<file path="src/rtl/rgbenv_pkg.sv">
// Package of the RGB555 color envelope interpolator: widths, register
// indexes, reset values and the stage payload types. No dependencies.
`timescale 1ns / 1ps
`default_nettype none

package rgbenv_pkg;

  localparam int COLOR_W    = 15;
  localparam int CHAN_W     = 5;
  localparam int NUM_CHAN   = 3;
  localparam int POS_W      = 8;
  localparam int PROD_W     = CHAN_W + POS_W;
  localparam int CFG_IDX_W  = 3;
  localparam int CFG_DATA_W = 15;
  localparam int PIPE_DEPTH = 4;

  // Configuration register indexes.
  typedef enum logic [CFG_IDX_W-1:0] {
    REG_START_COLOR    = 3'd0,
    REG_PEAK_COLOR     = 3'd1,
    REG_END_COLOR      = 3'd2,
    REG_FADE_IN_POINT  = 3'd3,
    REG_PEAK_POINT     = 3'd4,
    REG_FADE_OUT_POINT = 3'd5,
    REG_INTERP_EN      = 3'd6
  } cfg_reg_t;

  // Reset values of the configuration registers.
  localparam logic [COLOR_W-1:0] RST_START_COLOR    = 15'h0000;
  localparam logic [COLOR_W-1:0] RST_PEAK_COLOR     = 15'h7FFF;
  localparam logic [COLOR_W-1:0] RST_END_COLOR      = 15'h0000;
  localparam logic [POS_W-1:0]   RST_FADE_IN_POINT  = 8'd0;
  localparam logic [POS_W-1:0]   RST_PEAK_POINT     = 8'd128;
  localparam logic [POS_W-1:0]   RST_FADE_OUT_POINT = 8'd255;
  localparam logic               RST_INTERP_EN      = 1'b1;

  typedef struct packed {
    logic [COLOR_W-1:0] start_color;
    logic [COLOR_W-1:0] peak_color;
    logic [COLOR_W-1:0] end_color;
    logic [POS_W-1:0]   fade_in_point;
    logic [POS_W-1:0]   peak_point;
    logic [POS_W-1:0]   fade_out_point;
    logic               interp_en;
  } cfg_regs_t;

  // Stage 0 result: the segment endpoints and the position within it.
  typedef struct packed {
    logic [COLOR_W-1:0] base;
    logic [COLOR_W-1:0] target;
    logic [POS_W-1:0]   off;
    logic [POS_W-1:0]   span;
  } phase_data_t;

  // Stage 1 result: per channel sign and magnitude of offset times difference.
  typedef struct packed {
    logic              neg;
    logic [CHAN_W-1:0] base;
    logic [PROD_W-1:0] prod;
  } chan_prod_t;

  typedef struct packed {
    chan_prod_t [NUM_CHAN-1:0] ch;
    logic [POS_W-1:0]          span;
  } mul_data_t;

  // Stage 2 result: partial remainder and upper quotient bits per channel.
  typedef struct packed {
    logic              neg;
    logic [CHAN_W-1:0] base;
    logic [PROD_W-1:0] rem;
    logic [2:0]        q_hi;
  } div_chan_t;

  typedef struct packed {
    div_chan_t [NUM_CHAN-1:0] ch;
    logic [POS_W-1:0]         span;
  } div_data_t;

  // Load enables of the two divider stages.
  typedef struct packed {
    logic s2_en;
    logic s3_en;
  } pipe_ctl_t;

endpackage

`default_nettype wire

</file>
<file path="src/rtl/rgbenv_if.sv">
// Handshake interfaces of the color envelope interpolator: input item,
// result item and configuration write. Depends on rgbenv_pkg.
`timescale 1ns / 1ps
`default_nettype none

interface rgbenv_in_if;
  import rgbenv_pkg::*;
  logic             valid;
  logic             ready;
  logic [POS_W-1:0] life_position;
  modport source (output valid, output life_position, input ready);
  modport sink (input valid, input life_position, output ready);
endinterface

interface rgbenv_out_if;
  import rgbenv_pkg::*;
  logic               valid;
  logic               ready;
  logic [COLOR_W-1:0] color_out;
  modport source (output valid, output color_out, input ready);
  modport sink (input valid, input color_out, output ready);
endinterface

interface rgbenv_cfg_if;
  import rgbenv_pkg::*;
  logic                  valid;
  logic                  ready;
  logic [CFG_IDX_W-1:0]  index;
  logic [CFG_DATA_W-1:0] data;
  modport source (output valid, output index, output data, input ready);
  modport sink (input valid, input index, input data, output ready);
endinterface

`default_nettype wire

</file>
<file path="src/rtl/rgb555_color_envelope_interpolator_core.sv">
// Top level of the RGB555 color envelope interpolator: register file,
// four-stage pipeline and its valid/ready control.
// Depends on rgbenv_pkg, rgbenv_if and the rgbenv_* stage modules.
//
//   Port     Role     Payload
//   in_if    sink     life_position  [7:0]
//   out_if   source   color_out      [14:0]
//   cfg_if   sink     index [2:0], data [14:0]
//
// A result is valid once its item has passed four register stages: phase
// select, multiply and two divider stages. One item per cycle while
// out_if is ready. The last divider stage is the output register.
// Each stage holds its item while the one after it is full and stalled;
// a stall loses and repeats nothing. cfg_if is always ready.
// rst_n clears the valid bits and loads the register reset values.
`timescale 1ns / 1ps
`default_nettype none

module rgb555_color_envelope_interpolator_core (
  input  wire           clk,
  input  wire           rst_n,
  rgbenv_in_if.sink     in_if,
  rgbenv_out_if.source  out_if,
  rgbenv_cfg_if.sink    cfg_if
);
  import rgbenv_pkg::*;

  cfg_regs_t   cfg_regs;
  phase_data_t phase_data;
  mul_data_t   mul_data;
  pipe_ctl_t   div_ctl;

  logic s0_valid_r, s1_valid_r, s2_valid_r, s3_valid_r;
  logic s0_rdy, s1_rdy, s2_rdy, s3_rdy;

  // A stage may load when it is empty or its item moves on this cycle.
  assign s3_rdy = !s3_valid_r || out_if.ready;
  assign s2_rdy = !s2_valid_r || s3_rdy;
  assign s1_rdy = !s1_valid_r || s2_rdy;
  assign s0_rdy = !s0_valid_r || s1_rdy;

  assign in_if.ready   = s0_rdy;
  assign out_if.valid  = s3_valid_r;
  assign div_ctl.s2_en = s2_rdy && s1_valid_r;
  assign div_ctl.s3_en = s3_rdy && s2_valid_r;

  // Valid bits travel with the data.
  always_ff @(posedge clk) begin
    if (!rst_n) begin
      s0_valid_r <= 1'b0;
      s1_valid_r <= 1'b0;
      s2_valid_r <= 1'b0;
      s3_valid_r <= 1'b0;
    end else begin
      if (s0_rdy) s0_valid_r <= in_if.valid;
      if (s1_rdy) s1_valid_r <= s0_valid_r;
      if (s2_rdy) s2_valid_r <= s1_valid_r;
      if (s3_rdy) s3_valid_r <= s2_valid_r;
    end
  end

  rgbenv_cfg u_cfg (
    .clk    (clk),
    .rst_n  (rst_n),
    .cfg_if (cfg_if),
    .regs_o (cfg_regs)
  );

  rgbenv_phase u_phase (
    .clk    (clk),
    .en_i   (s0_rdy && in_if.valid),
    .life_i (in_if.life_position),
    .cfg_i  (cfg_regs),
    .data_o (phase_data)
  );

  rgbenv_mul u_mul (
    .clk     (clk),
    .en_i    (s1_rdy && s0_valid_r),
    .phase_i (phase_data),
    .data_o  (mul_data)
  );

  rgbenv_div u_div (
    .clk     (clk),
    .ctl_i   (div_ctl),
    .mul_i   (mul_data),
    .color_o (out_if.color_out)
  );

endmodule

`default_nettype wire

</file>
<file path="src/rtl/rgbenv_cfg.sv">
// Configuration register file of the color envelope interpolator.
// Depends on rgbenv_pkg and rgbenv_cfg_if.
`timescale 1ns / 1ps
`default_nettype none

module rgbenv_cfg (
  input  wire                    clk,
  input  wire                    rst_n,
  rgbenv_cfg_if.sink             cfg_if,
  output rgbenv_pkg::cfg_regs_t  regs_o
);
  import rgbenv_pkg::*;

  cfg_regs_t regs_r;
  cfg_regs_t regs_nxt;

  // Writes are always taken; an unknown index changes nothing.
  assign cfg_if.ready = 1'b1;

  always_comb begin
    regs_nxt = regs_r;
    if (cfg_if.valid) begin
      case (cfg_if.index)
        REG_START_COLOR:    regs_nxt.start_color    = cfg_if.data[COLOR_W-1:0];
        REG_PEAK_COLOR:     regs_nxt.peak_color     = cfg_if.data[COLOR_W-1:0];
        REG_END_COLOR:      regs_nxt.end_color      = cfg_if.data[COLOR_W-1:0];
        REG_FADE_IN_POINT:  regs_nxt.fade_in_point  = cfg_if.data[POS_W-1:0];
        REG_PEAK_POINT:     regs_nxt.peak_point     = cfg_if.data[POS_W-1:0];
        REG_FADE_OUT_POINT: regs_nxt.fade_out_point = cfg_if.data[POS_W-1:0];
        REG_INTERP_EN:      regs_nxt.interp_en      = cfg_if.data[0];
        default:            regs_nxt = regs_r;
      endcase
    end
  end

  always_ff @(posedge clk) begin
    if (!rst_n) begin
      regs_r.start_color    <= RST_START_COLOR;
      regs_r.peak_color     <= RST_PEAK_COLOR;
      regs_r.end_color      <= RST_END_COLOR;
      regs_r.fade_in_point  <= RST_FADE_IN_POINT;
      regs_r.peak_point     <= RST_PEAK_POINT;
      regs_r.fade_out_point <= RST_FADE_OUT_POINT;
      regs_r.interp_en      <= RST_INTERP_EN;
    end else begin
      regs_r <= regs_nxt;
    end
  end

  assign regs_o = regs_r;

endmodule

`default_nettype wire

</file>
<file path="src/rtl/rgbenv_phase.sv">
// Stage 0: picks the envelope phase for a life position and registers the
// segment endpoints, offset and span. Depends on rgbenv_pkg.
`timescale 1ns / 1ps
`default_nettype none

module rgbenv_phase (
  input  wire                               clk,
  input  wire                               en_i,
  input  wire [rgbenv_pkg::POS_W-1:0]       life_i,
  input  rgbenv_pkg::cfg_regs_t             cfg_i,
  output rgbenv_pkg::phase_data_t           data_o
);
  import rgbenv_pkg::*;

  phase_data_t data_r;
  phase_data_t data_nxt;
  logic        below_in;
  logic        below_peak;
  logic        below_out;

  assign below_in   = life_i < cfg_i.fade_in_point;
  assign below_peak = life_i < cfg_i.peak_point;
  assign below_out  = life_i < cfg_i.fade_out_point;

  // A held color is sent on as base with a zero offset, so the later
  // stages add nothing to it; span is kept at one so the divider is sane.
  always_comb begin
    data_nxt.base   = cfg_i.end_color;
    data_nxt.target = cfg_i.end_color;
    data_nxt.off    = '0;
    data_nxt.span   = POS_W'(1);
    if (below_in) begin
      data_nxt.base   = cfg_i.start_color;
      data_nxt.target = cfg_i.start_color;
    end else if (below_peak) begin
      if (cfg_i.interp_en) begin
        data_nxt.base   = cfg_i.start_color;
        data_nxt.target = cfg_i.peak_color;
        data_nxt.off    = life_i - cfg_i.fade_in_point;
        data_nxt.span   = cfg_i.peak_point - cfg_i.fade_in_point;
      end else begin
        data_nxt.base   = cfg_i.peak_color;
        data_nxt.target = cfg_i.peak_color;
      end
    end else if (below_out) begin
      if (cfg_i.interp_en) begin
        data_nxt.base   = cfg_i.peak_color;
        data_nxt.target = cfg_i.end_color;
        data_nxt.off    = life_i - cfg_i.peak_point;
        data_nxt.span   = cfg_i.fade_out_point - cfg_i.peak_point;
      end
    end
  end

  always_ff @(posedge clk) begin
    if (en_i) begin
      data_r <= data_nxt;
    end
  end

  assign data_o = data_r;

endmodule

`default_nettype wire

</file>
<file path="src/rtl/rgbenv_mul.sv">
// Stage 1: per channel sign and magnitude of the color difference, times
// the offset into the segment. Depends on rgbenv_pkg.
`timescale 1ns / 1ps
`default_nettype none

module rgbenv_mul (
  input  wire                        clk,
  input  wire                        en_i,
  input  rgbenv_pkg::phase_data_t    phase_i,
  output rgbenv_pkg::mul_data_t      data_o
);
  import rgbenv_pkg::*;

  mul_data_t data_r;
  mul_data_t data_nxt;

  // The quotient is formed on magnitudes; the sign is applied at the end,
  // which gives truncation toward zero.
  always_comb begin
    logic [CHAN_W-1:0] b;
    logic [CHAN_W-1:0] t;
    logic [CHAN_W-1:0] mag;
    data_nxt.span = phase_i.span;
    for (int c = 0; c < NUM_CHAN; c++) begin
      b   = phase_i.base[c*CHAN_W +: CHAN_W];
      t   = phase_i.target[c*CHAN_W +: CHAN_W];
      mag = (t < b) ? (b - t) : (t - b);
      data_nxt.ch[c].neg  = t < b;
      data_nxt.ch[c].base = b;
      data_nxt.ch[c].prod = PROD_W'(mag) * PROD_W'(phase_i.off);
    end
  end

  always_ff @(posedge clk) begin
    if (en_i) begin
      data_r <= data_nxt;
    end
  end

  assign data_o = data_r;

endmodule

`default_nettype wire

</file>
<file path="src/rtl/rgbenv_div.sv">
// Stages 2 and 3: restoring division of each product by the span, three
// quotient bits then two, and the signed add to the base channel.
// Depends on rgbenv_pkg.
`timescale 1ns / 1ps
`default_nettype none

module rgbenv_div (
  input  wire                          clk,
  input  rgbenv_pkg::pipe_ctl_t        ctl_i,
  input  rgbenv_pkg::mul_data_t        mul_i,
  output wire [rgbenv_pkg::COLOR_W-1:0] color_o
);
  import rgbenv_pkg::*;

  div_data_t          s2_r;
  div_data_t          s2_nxt;
  logic [COLOR_W-1:0] color_r;
  logic [COLOR_W-1:0] color_nxt;

  // The quotient is below 32 because the offset is below the span, so five
  // restoring steps cover it. Quotient bits 4 to 2 are found here.
  always_comb begin
    logic [PROD_W-1:0] rem;
    logic [PROD_W-1:0] dvs;
    logic [2:0]        qh;
    s2_nxt.span = mul_i.span;
    for (int c = 0; c < NUM_CHAN; c++) begin
      rem = mul_i.ch[c].prod;
      qh  = '0;
      for (int k = 2; k >= 0; k--) begin
        dvs = PROD_W'(mul_i.span) << (k + 2);
        if (rem >= dvs) begin
          rem   = rem - dvs;
          qh[k] = 1'b1;
        end
      end
      s2_nxt.ch[c].neg  = mul_i.ch[c].neg;
      s2_nxt.ch[c].base = mul_i.ch[c].base;
      s2_nxt.ch[c].rem  = rem;
      s2_nxt.ch[c].q_hi = qh;
    end
  end

  always_ff @(posedge clk) begin
    if (ctl_i.s2_en) begin
      s2_r <= s2_nxt;
    end
  end

  // Quotient bits 1 and 0, then base plus or minus the quotient. The result
  // lies between base and target, so five bits hold it.
  always_comb begin
    logic [PROD_W-1:0] rem;
    logic [PROD_W-1:0] dvs;
    logic [CHAN_W-1:0] q;
    color_nxt = '0;
    for (int c = 0; c < NUM_CHAN; c++) begin
      rem = s2_r.ch[c].rem;
      q   = {s2_r.ch[c].q_hi, 2'b00};
      for (int k = 1; k >= 0; k--) begin
        dvs = PROD_W'(s2_r.span) << k;
        if (rem >= dvs) begin
          rem  = rem - dvs;
          q[k] = 1'b1;
        end
      end
      color_nxt[c*CHAN_W +: CHAN_W] = s2_r.ch[c].neg ? (s2_r.ch[c].base - q)
                                                     : (s2_r.ch[c].base + q);
    end
  end

  always_ff @(posedge clk) begin
    if (ctl_i.s3_en) begin
      color_r <= color_nxt;
    end
  end

  assign color_o = color_r;

endmodule

`default_nettype wire

</file>
<file path="src/flat_wrapper.sv">
// flat-port wrapper written by rule: the top's interface ports become plain ports
module rgb555_color_envelope_interpolator_core_flat import rgbenv_pkg::*;
  (clk, rst_n, in_if_valid, in_if_life_position, in_if_ready, out_if_valid, out_if_color_out, out_if_ready, cfg_if_valid, cfg_if_index, cfg_if_data, cfg_if_ready);
  rgbenv_in_if in_if_i ();
  rgbenv_out_if out_if_i ();
  rgbenv_cfg_if cfg_if_i ();
  input  wire clk;
  input  wire rst_n;
  input wire logic [$bits(in_if_i.valid)-1:0] in_if_valid;
  input wire logic [$bits(in_if_i.life_position)-1:0] in_if_life_position;
  output wire logic [$bits(in_if_i.ready)-1:0] in_if_ready;
  output wire logic [$bits(out_if_i.valid)-1:0] out_if_valid;
  output wire logic [$bits(out_if_i.color_out)-1:0] out_if_color_out;
  input wire logic [$bits(out_if_i.ready)-1:0] out_if_ready;
  input wire logic [$bits(cfg_if_i.valid)-1:0] cfg_if_valid;
  input wire logic [$bits(cfg_if_i.index)-1:0] cfg_if_index;
  input wire logic [$bits(cfg_if_i.data)-1:0] cfg_if_data;
  output wire logic [$bits(cfg_if_i.ready)-1:0] cfg_if_ready;
  assign in_if_i.valid = in_if_valid;
  assign in_if_i.life_position = in_if_life_position;
  assign in_if_ready = in_if_i.ready;
  assign out_if_valid = out_if_i.valid;
  assign out_if_color_out = out_if_i.color_out;
  assign out_if_i.ready = out_if_ready;
  assign cfg_if_i.valid = cfg_if_valid;
  assign cfg_if_i.index = cfg_if_index;
  assign cfg_if_i.data = cfg_if_data;
  assign cfg_if_ready = cfg_if_i.ready;
  rgb555_color_envelope_interpolator_core u_core (.clk(clk), .rst_n(rst_n), .in_if(in_if_i), .out_if(out_if_i), .cfg_if(cfg_if_i));
endmodule
</file>
<file path="config.mk">
export PLATFORM = sky130hd
export DESIGN_NAME = rgb555_color_envelope_interpolator_core_flat
export DESIGN_NICKNAME = d
export VERILOG_FILES = /design/src/rtl/rgbenv_pkg.sv /design/src/rtl/rgbenv_if.sv /design/src/rtl/rgb555_color_envelope_interpolator_core.sv /design/src/rtl/rgbenv_cfg.sv /design/src/rtl/rgbenv_phase.sv /design/src/rtl/rgbenv_mul.sv /design/src/rtl/rgbenv_div.sv /design/src/flat_wrapper.sv
export SDC_FILE = /design/constraint.sdc
export NUM_CORES = 1
export LEC_CHECK = 0
export ABC_AREA = 1
export BUFFER_PORTS_ARGS = -buffer_cell sky130_fd_sc_hd__buf_2
export CAP_MARGIN = 5
export CORE_ASPECT_RATIO = 0.75
export CORE_MARGIN = 2
export CORE_UTILIZATION = 40
export DETAILED_ROUTE_END_ITERATION = 7
export PLACE_DENSITY_LB_ADDON = 0.25
export SYNTH_ARGS = -nofsm -noshare
export SYNTH_HDL_FRONTEND = slang
export SYNTH_SLANG_ARGS = --single-unit
</file>
<file path="constraint.sdc">
create_clock -name clk -period 6.95 [get_ports clk]
set_clock_uncertainty 0.15 [all_clocks]
set_input_delay 0.3475 -clock clk [delete_from_list [all_inputs] [get_ports clk]]
set_output_delay 0.3475 -clock clk [all_outputs]
set_load 0.03 [all_outputs]
</file>
==> impl_metrics.json, run 1 <==
{
  "cts_tree": "done",
  "hold_viol": 0,
  "grtUsageMet2_pct": 30.94,
  "crit_family": "compound AO/OA/AOI/OAI gates",
  "die_area_sq_mm": 0.05927,
  "yosysUniqueCellTypes": 58,
  "wl_per_cell_microns": 16.01,
  "critical_path_depth": 26,
  "critPathKind": "flip-flop to flip-flop",
  "synthFlopType": "edfxtp_1",
  "place.gp.congestion": 0.8859,
  "initial_core_util_pct": 40.72,
  "row_count": 75,
  "cts_root_buf": "clkbuf_16",
  "fin_crit_sh_pct": 90.36,
  "grt_use_total_pct": 20.17,
  "stdcell_area_sq_mm": 0.02531,
  "slowest_stage": "fa_1",
  "post-route-min-period_ns": 6.280,
  "fillCellCount": 5479,
  "grt_max_degree": 72,
  "r2r-end": "u_core.u_div.s2_r[65]",
  "regArea_sq_mm": 0.007487,
  "clk_pin_slew_ns": 0.06,
  "rrSetupSlack_ns": 0.67,
  "gr-usage-met3_pct": 2.858,
  "endpoint": "u_core.u_div.s2_r[65]",
  "io-pin-count": 49,
  "dieHeight_microns": 211.3,
  "synth_async_sr_flop_share_pct": 0,
  "layout_commonest_cell": "nand2_1",
  "status": "finished, final reports clean",
  "num-nets-final": 3285,
  "port_buffers": 47,
  "drc": 0,
  "max_cap_viol_count": 0,
  "fmax_mhz": 159.2,
  "numCtsBuffers": 34,
  "clock_path_buffers": 3,
  "critPathLaunch": "u_core.u_mul.data_o[6]",
  "reg2reg_from": "u_core.u_mul.data_o[6]",
  "worst_skew_pair.late_latency_ns": 0.56,
  "critPathRequiredTime_ns": 7.10,
  "startpoint_type": "flip-flop",
  "detail-route-antenna-nets": 0,
  "seq_area_frac_synth_pct": 32.66,
  "tightestPinTransition_ns": 1.227,
  "firstDrtPassIters": 5,
  "final_core_util_pct": 44.94,
  "setup_violations": 0,
  "grt_setup_unrepaired": "false",
  "syn-cell-area_sq_mm": 0.02293,
  "multi_input_area_sq_mm": 0.01371,
  "synth_edf_count": 200,
  "reg2regPathDepth": 26,
  "syn-num-nets": 3221,
  "cp.arrival_ns": 6.43,
  "clkSinkCount": 274,
  "synth.avg_cell_area_sq_um": 8.047,
  "area_delta_synth_final_pct": 10.37,
  "grt_remaining_overflow": 0,
  "path_buf_inv": 3,
  "die_w_microns": 280.4,
  "end_kind": "flip-flop",
  "synth_warnings": 0,
  "worstPathMaxFanout": 19,
  "maxSlewHeadroom_pct": 18.22,
  "syn_inst": 2849,
  "ys_ff_latch": 274,
  "viasPerCell": 5.139,
  "slew_violations": 0,
  "antenna_found_initial": 0,
  "core_area_sq_mm": 0.05630,
  "drive_gt1_share_pct": 6.295,
  "hpwl_microns": 45310,
  "holdCritPathClass": "input pin to flip-flop",
  "grt_pass1_wl_microns": 95360,
  "drt_iter0_markers": 1186,
  "fin_tns_setup_ns": 0,
  "htreeDepth": 2,
  "insertedDiodeCount": 0,
  "busiest_layer": "met2",
  "layout_common_cells": "nand2_1, inv_1, ha_1, nor2_1, o21ai_0",
  "grt_pass1_vias": 18180,
  "met1_usage_pct": 29.45,
  "critPathMaxStageDelay_ns": 0.44,
  "vias": 18860,
  "place_area_sq_mm": 0.02400,
  "wirelength_microns": 58750
}
-- how the worst min path moves through the flow --
| stage | startpoint | end | slack (ns) | depth (start not counted) |
|---|---|---|---|---|
| floorplan | u_core.u_mul.data_o[21] | u_core.u_div.s2_r[24] | 0.25 | 0 |
| CTS | cfg_if_index[2] | u_core.u_cfg.regs_o[0] | 0.0009 | 3 |
| global route | cfg_if_data[7] | u_core.u_cfg.regs_o[16] | 0.02 | 3 |
| detailed placement | u_core.u_mul.data_o[61] | u_core.u_div.s2_r[70] | 0.26 | 0 |
| global placement | u_core.u_mul.data_o[63] | u_core.u_div.s2_r[72] | 0.26 | 0 |
| finish | cfg_if_data[7] | u_core.u_cfg.regs_o[32] | 0.04 | 3 |
-- metal layers --
metal	vias up	share of wire, %
met2	473	42
met1	8723	50
li1	9581	-
met3	82	5.3
met4	0	2.5
met5	-	0
-- registers in the layout (all words and copies together) (netlist names) --
register / flops
u_core.u_div.s2_r: 74
u_core.u_cfg.regs_o: 70
u_core.u_mul.data_o: 65
u_core.u_phase.data_o: 46
u_core.u_div.color_o: 15
u_core.out_if.valid: 1
u_core.s0_valid_r: 1
u_core.s1_valid_r: 1
u_core.s2_valid_r: 1
-- through the flow --
stage	instances	setup WS, ns	hold slack (ns)
final	3670	0.6700	0.03876
after global routing	3670	0.003526	0.02244
after CTS	3669	0.4152	0.0009343
after detailed placement	3590	0.4302	0.2554
after global placement	3590	0.4928	0.2563
after floorplan	2849	0.8230	0.2503
-- cell usage after synthesis (49+ instances only) --
library cell / instances / area share [%]
nand3_1: 112 / 2.4
a21oi_1: 200 / 4.4
nand2_1: 631 / 10
nor2_1: 254 / 4.2
dfxtp_1: 74 / 6.5
xnor2_1: 49 / 1.9
inv_1: 404 / 6.6
edfxtp_1: 200 / 26
o21ai_0: 207 / 4.5
fa_1: 79 / 6.9
xor2_1: 84 / 3.2
ha_1: 262 / 14
-- worst reg2reg max path, stage by stage (launching register included) --
cell	delay, ns
edfxtp_1	0.39
inv_1	0.09
buf_4	0.26
ha_1	0.34
a21oi_1	0.21
o21ai_1	0.10
a31oi_2	0.27
nand2_4	0.19
o21ai_0	0.41
inv_1	0.12
fa_1	0.44
o21ai_1	0.27
a41oi_1	0.30
nand4_4	0.33
nor2_1	0.07
a21oi_1	0.32
ha_1	0.33
nand3_1	0.09
nand2_1	0.08
a21o_1	0.16
a21oi_1	0.19
o21ai_0	0.16
nand2_1	0.11
nand2_1	0.09
nor2_4	0.19
nand2_2	0.18
and2_1	0.21
-- cells by family (layout without fill, tap and decap cells) --
family | Yosys count | after routing | share of synthesized area [%]
AOI/OAI and AO/OA | 531 | 531 | 12.81
xor gates and xnor gates | 133 | 133 | 5.081
adders and majority gates | 341 | 341 | 21.20
buffers and inverters | 462 | 552 | 7.706
DFF | 274 | 274 | 32.66
muxes | 1 | 1 | 0.04911
other | 1 | 1 | 0.01636
and+or+nand+nor | 1106 | 1106 | 20.49
-- final cells by class --
| type | instances | area share (%) |
|---|---|---|
| multi-input cells | 2113 | 54.17 |
| clock inverters | 20 | 0.8010 |
| clock buffers | 42 | 3.639 |
| flip-flops and latches | 274 | 29.59 |
| well taps | 731 | 3.614 |
| inverters | 408 | 6.057 |
| repair buffers | 82 | 2.136 |
-- repair_timing --
item,4_1_cts,5_1_grt
endpoints found under the hold margin,51,0
gates resized for setup,0,2
setup buffers,0,1
setup endpoints to repair,0,33
hold buffers,17,0
Power of run 1 is not shown: default switching activity piles up to over one toggle a cycle in this logic, so the estimate is an artifact.
==> inputs of run 2 (changes only) <==
ABC_AREA = unset   (was 1)
GPL_ROUTABILITY_DRIVEN = 0   (was unset)
==> impl_metrics.json, run 2 <==
{
  "synth_largest_area_cell": "edfxtp_1",
  "synth.avg_cell_area_sq_um": 9.499,
  "ir_drop_uv": 386.3,
  "critPathLaunch": "u_core.u_mul.data_o[3]",
  "antenna_found_initial": 3,
  "synth_top_area_share_pct": 26.16,
  "die_area_sq_mm": 0.05935,
  "p_per_area_mw_per_mm2": 558.2,
  "dieHeight_microns": 211.5,
  "drt_iter0_markers": 1212,
  "die_w_microns": 280.6,
  "grt_pass1_wl_microns": 93430,
  "reg2regPathDepth": 29,
  "ys_ff_latch": 274,
  "holdWs_ns": 0.02753,
  "clkSinkCount": 274,
  "port_buffers": 47,
  "syn-cell-area_sq_mm": 0.02296,
  "drive_gt1_share_pct": 9.789,
  "largest-register": "u_core.u_div.s2_r",
  "layout_common_cells": "nand2_1, ha_1, inv_1, edfxtp_1, a21oi_1",
  "io-pin-count": 49,
  "synth_warnings": 0,
  "synthFlopType": "edfxtp_1",
  "reg2reg_from": "u_core.u_mul.data_o[3]",
  "htreeDepth": 1,
  "end_kind": "flip-flop",
  "maxSlewHeadroom_pct": 31.87,
  "setup_violations": 0,
  "p_leak_nw": 10.82,
  "fin_crit_sh_pct": 94.51,
  "cts_root_buf": "clkbuf_16",
  "startpoint_type": "flip-flop",
  "min_from": "cfg_if_index[2]",
  "synth_edf_count": 200,
  "fmax_mhz": 152.2,
  "row_count": 76,
  "critPathKind": "flip-flop to flip-flop",
  "grt_pass1_vias": 17220,
  "max_cap_viol_count": 0,
  "status": "finished, final reports clean",
  "slowest_stage": "fa_1",
  "num-nets-final": 2861,
  "seq_area_frac_synth_pct": 32.61,
  "synth_async_sr_flop_share_pct": 0,
  "wirelength_microns": 58620,
  "clk_pin_slew_ns": 0.07,
  "largest_reg_flops": 74,
  "syn_inst": 2417,
  "cp.arrival_ns": 6.74,
  "hpwl_microns": 44570,
  "worstPathMaxFanout": 10,
  "synthTopCellsByCount": "nand2_1, ha_1, inv_1, edfxtp_1, a21oi_1",
  "post-route-min-period_ns": 6.568,
  "grt_remaining_overflow": 0,
  "worst_skew_pair.late_latency_ns": 0.58,
  "cts_tree": "done",
  "numCtsBuffers": 30,
  "clock_path_buffers": 3,
  "detail-route-antenna-nets": 0,
  "core_area_sq_mm": 0.05705,
  "drc": 0,
  "vias": 17620,
  "crit_top_cell": "a21oi_2",
  "yosysMostFrequentCell": "nand2_1",
  "syn-num-nets": 2789,
  "grt_max_degree": 75,
  "grt_use_total_pct": 19.61,
  "tightestPinTransition_ns": 1.018,
  "slew_violations": 0,
  "firstDrtPassIters": 5,
  "area_delta_synth_final_pct": 11.20,
  "wl_per_cell_microns": 18.01,
  "hold_viol": 0,
  "synth.area.top_cells": "edfxtp_1, ha_1, fa_1, dfxtp_1, nand2_1",
  "viasPerCell": 5.413,
  "yosysUniqueCellTypes": 79,
  "layout_commonest_cell": "nand2_1",
  "final_core_util_pct": 44.75,
  "critPathRequiredTime_ns": 7.12,
  "holdCritPathClass": "input pin to flip-flop",
  "critPathMaxStageDelay_ns": 0.43,
  "whs_path_depth": 4,
  "initial_core_util_pct": 40.24
}
==> run 2: cell count changes in the layout (fill, tap and decap cells not counted), sizes merged, moves of 43 or more <==
cell    change
mux2i      +48
nor2      -165
a21oi      -67
inv       -177
a21boi     +51
nand2     -378
a21o       +64
o21ai     -141
nor2b      +80
xnor2      +54
mux2       +43
nand3      -76
==> run 2: power breakdown <==
group / leakage [nW] / internal [mW] / switching (mW)
logic: 7.85 / 4.48 / 5.36
clock network: 0.478 / 0.962 / 0.691
registers: 2.49 / 2.50 / 0.254
total: 10.8 / 7.94 / 6.31
==> run 2: final cells by class <==
class,count,area (sq um)
sequential,274,7487
multi-input combinational,1830,14400
tap,741,927.1
clock inverter,17,187.7
clock buffer,39,805.8
timing repair buffer,121,845.8
fill,5401,31520
antenna,1,2.502
inverter,232,878.3
==> run 2: worst max-delay path, delay by kind of cell, from the launching register on <==
kind                       cells  cell delay, ns
AOI/OAI and AO/OA             11            2.09
adders and majority gates      3            1.07
buffers and inverters          5            0.73
DFF                            1            0.40
muxes                          1            0.34
and+or+nand+nor                9            1.57
==> run 2: final timing paths <==
kind | to | slack (ns)
setup / recovery | u_core.u_div.s2_r[42] | 0.38
hold / removal | u_core.u_cfg.regs_o[0] | 0.03
setup reg to reg | u_core.u_div.s2_r[42] | 0.38
hold reg to reg | u_core.u_div.s2_r[69] | 0.27
==> run 2: kinds of logic after synthesis <==
kind of cell	share of synthesized area, %
XOR/XNOR	5.684
AND/OR/NAND/NOR	14.44
multiplexers	4.300
adder cells (fa/ha/maj)	21.17
AO/OA/AOI/OAI	16.51
buffers and inverters	5.275
flip-flops	32.61
other	0.01633
==> run 2: per-stage QoR <==
stage	cells	setup WS, ns	cell area [sq um]	TNS (ns)	power, mW
after floorplan	2417	0.03832	22970	0	10.23
after global placement	3172	0.1886	24210	0	11.92
after detailed placement	3172	-0.1355	24210	-0.9939	12.22
after CTS	3246	0.01936	25400	0	14.05
after global routing	3254	-0.01220	25530	-0.04274	15.65
final	3255	0.3818	25530	0	14.25
==> run 2: per-layer routing <==
layer | vias up | track usage, % | part of all wire (%)
li1 | 8722 | - | -
met1 | 8466 | 29.17 | 50
met2 | 372 | 31.11 | 44
met3 | 58 | 2.196 | 4.4
met4 | 0 | 3.061 | 1.4
met5 | - | 0 | 0
==> run 2: repair_timing <==
item | in CTS | in global routing
setup buffers | 1 | 7
endpoints found under the setup margin | 14 | 39
gates resized for setup | 3 | 18
cloned | 0 | 1
hold endpoints to repair | 71 | 0
hold buffers | 17 | 0
pin swaps | 1 | 3
(Power assumes the default switching activity.)
==> inputs of run 3 (changes only) <==
PLACE_DENSITY = 0.62   (was unset)
PLACE_DENSITY_LB_ADDON = unset   (was 0.25)
clock period = 7.39 ns   (was 6.95 ns; I/O delays follow)
==> impl_metrics.json, run 3 (synthesis results as in run 2) <==
{
  "core_area_sq_mm": 0.05705,
  "critPathKind": "flip-flop to flip-flop",
  "swShare_pct": 44.51,
  "largest_reg_flops": 74,
  "slew_violations": 0,
  "initial_core_util_pct": 40.24,
  "fin_tns_setup_ns": 0,
  "p_int_mw": 7.359,
  "grt_pass1_wl_microns": 90090,
  "dp.cells": 3160,
  "dieHeight_microns": 211.5,
  "layout_common_cells": "nand2_1, ha_1, inv_1, edfxtp_1, a21oi_1",
  "layout_commonest_cell": "nand2_1",
  "grt_max_degree": 75,
  "reg2reg_from": "u_core.u_mul.data_o[4]",
  "wirelength_microns": 56260,
  "numCtsBuffers": 30,
  "whs_path_depth": 4,
  "fmax_mhz": 142.9,
  "io-pin-count": 49,
  "ir_drop_uv": 403.4,
  "grt_setup_unrepaired": "false",
  "grt_pass1_vias": 16950,
  "startpoint_type": "flip-flop",
  "post-route-min-period_ns": 6.998,
  "clock_path_buffers": 3,
  "worstPathMaxFanout": 9,
  "drt_iter0_markers": 1304,
  "htreeDepth": 1,
  "p_comb_share_pct": 68.9,
  "port_buffers": 47,
  "hold_viol": 0,
  "max_cap_viol_count": 0,
  "power_switching_mw": 5.903,
  "viasPerCell": 5.441,
  "detail-route-antenna-nets": 0,
  "r2r-end": "u_core.u_div.s2_r[39]",
  "fin_crit_sh_pct": 94.69,
  "wl_per_cell_microns": 17.31,
  "hpwl_microns": 43000,
  "clkSinkCount": 274,
  "firstDrtPassIters": 5,
  "rrSetupSlack_ns": 0.39,
  "area_delta_synth_final_pct": 10.89,
  "reg2regPathDepth": 27,
  "grt_use_total_pct": 18.82,
  "vias": 17680,
  "largest-register": "u_core.u_div.s2_r",
  "die_area_sq_mm": 0.05935,
  "maxSlewHeadroom_pct": 19.35,
  "end_kind": "flip-flop",
  "row_count": 76,
  "min_from": "cfg_if_index[2]",
  "worst_skew_pair.late_latency_ns": 0.57,
  "critPathRequiredTime_ns": 7.55,
  "setup_violations": 0,
  "cts_tree": "done",
  "die_w_microns": 280.6,
  "grt_remaining_overflow": 0,
  "cts_root_buf": "clkbuf_16",
  "power_frac_clock_pct": 11.5,
  "p_leak_nw": 10.78,
  "holdPathEnd": "u_core.u_cfg.regs_o[0]",
  "holdCritPathClass": "input pin to flip-flop",
  "clk_pin_slew_ns": 0.06,
  "cp.arrival_ns": 7.16,
  "drc": 0,
  "tightestPinTransition_ns": 1.201,
  "num-nets-final": 2858,
  "insertedDiodeCount": 0,
  "final_cells": 3250,
  "seqPwrFrac_pct": 19.7,
  "status": "finished, final reports clean",
  "drive_gt1_share_pct": 9.765,
  "p_per_area_mw_per_mm2": 520.9,
  "antenna_found_initial": 1
}
run 3: changes by cell type in the layout (fill, tap and decap cells not counted), moves of 2 or more:
cell	before	now
clkbuf_1	8	3
clkinv_1	6	0
buf_4	56	54
a21oi_1	132	136
a21oi_2	6	2
clkinvlp_4	4	10
clkinv_2	3	5
inv_6	0	4
bufinv_16	4	2
clkinv_4	1	3
inv_1	227	225
run 3: through the flow:
step / util (%) / worst slack, ns / total power, mW / area, sq um / hold slack (ns)
final: 44.62 / 0.3923 / 13.26 / 25460 / 0.08554
after floorplan: - / 0.2983 / 9.622 / 22960 / 0.2503
after detailed placement: 42.26 / 0.1673 / 11.42 / 24110 / 0.2545
after CTS: 44.31 / 0.1537 / 13.05 / 25280 / 0.04068
after global routing: 44.62 / 0.03102 / 14.50 / 25460 / 0.05649
after global placement: 42.26 / 0.4432 / 11.12 / 24110 / 0.2548
run 3: power by group through the flow:
stage	registers, mW	clock network [mW]	logic (mW)
global placement	2.63	0	8.49
finish	2.61	1.52	9.13
global route	2.64	1.61	10.2
floorplan	2.50	0	7.12
CTS	2.60	1.56	8.89
detailed placement	2.63	0	8.79
run 3: area by class of cell:
cell class	count	area (sq um)
Clock buffer	35	812.0
Clock inverter	20	191.4
Fill cell	5373	31600
Inverter	232	885.9
Multi-Input combinational cell	1830	14350
Sequential cell	274	7487
Tap cell	741	927.1
Timing Repair Buffer	118	810.8
run 3: how the worst max path moves through the flow:
stage	from	end	slack (ns)	cells after the start
after floorplan	u_core.u_mul.data_o[1]	u_core.u_div.s2_r[36]	0.30	28
after global placement	u_core.u_mul.data_o[3]	u_core.u_div.s2_r[58]	0.44	26
after detailed placement	u_core.u_mul.data_o[3]	u_core.u_div.s2_r[63]	0.17	26
after CTS	u_core.u_mul.data_o[3]	u_core.u_div.s2_r[63]	0.15	26
after global routing	u_core.u_mul.data_o[7]	u_core.u_div.s2_r[58]	0.03	26
final	u_core.u_mul.data_o[4]	u_core.u_div.s2_r[39]	0.39	27
run 3: metal layers:
layer  wire length (microns)  GRT usage, %  vias to the layer above
met5                       0             0                        -
met4                    1103         3.799                        0
met2                   24420         29.39                      470
met3                    2997         2.196                       83
li1                        -             -                     8713
met1                   27740         28.01                     8416
run 3: timing repair:
item	4_1_cts	5_1_grt
buffers inserted	0	17
hold endpoints to repair	68	0
setup endpoints to repair	0	33
gates resized for setup	0	12
hold buffers	17	0
run 3: critical path, cell delays in order (launching register included):
cell and delay (ns):
edfxtp_1 0.40, clkinvlp_4 0.19, buf_4 0.17, ha_1 0.36, a21oi_1 0.22, o21ai_1 0.12
o31a_1 0.29, nor2_1 0.10, buf_4 0.15, mux2_2 0.36, ha_1 0.35, nor2b_1 0.14
o21ai_0 0.11, a21oi_1 0.21, nor4_1 0.06, or3_1 0.47, nand4_1 0.25, buf_4 0.23
mux2i_1 0.29, ha_1 0.33, a21oi_1 0.24, o21bai_1 0.13, a31o_2 0.27, a31oi_1 0.32
nand2_1 0.17, nor3_4 0.17, buf_4 0.17, mux2_2 0.34
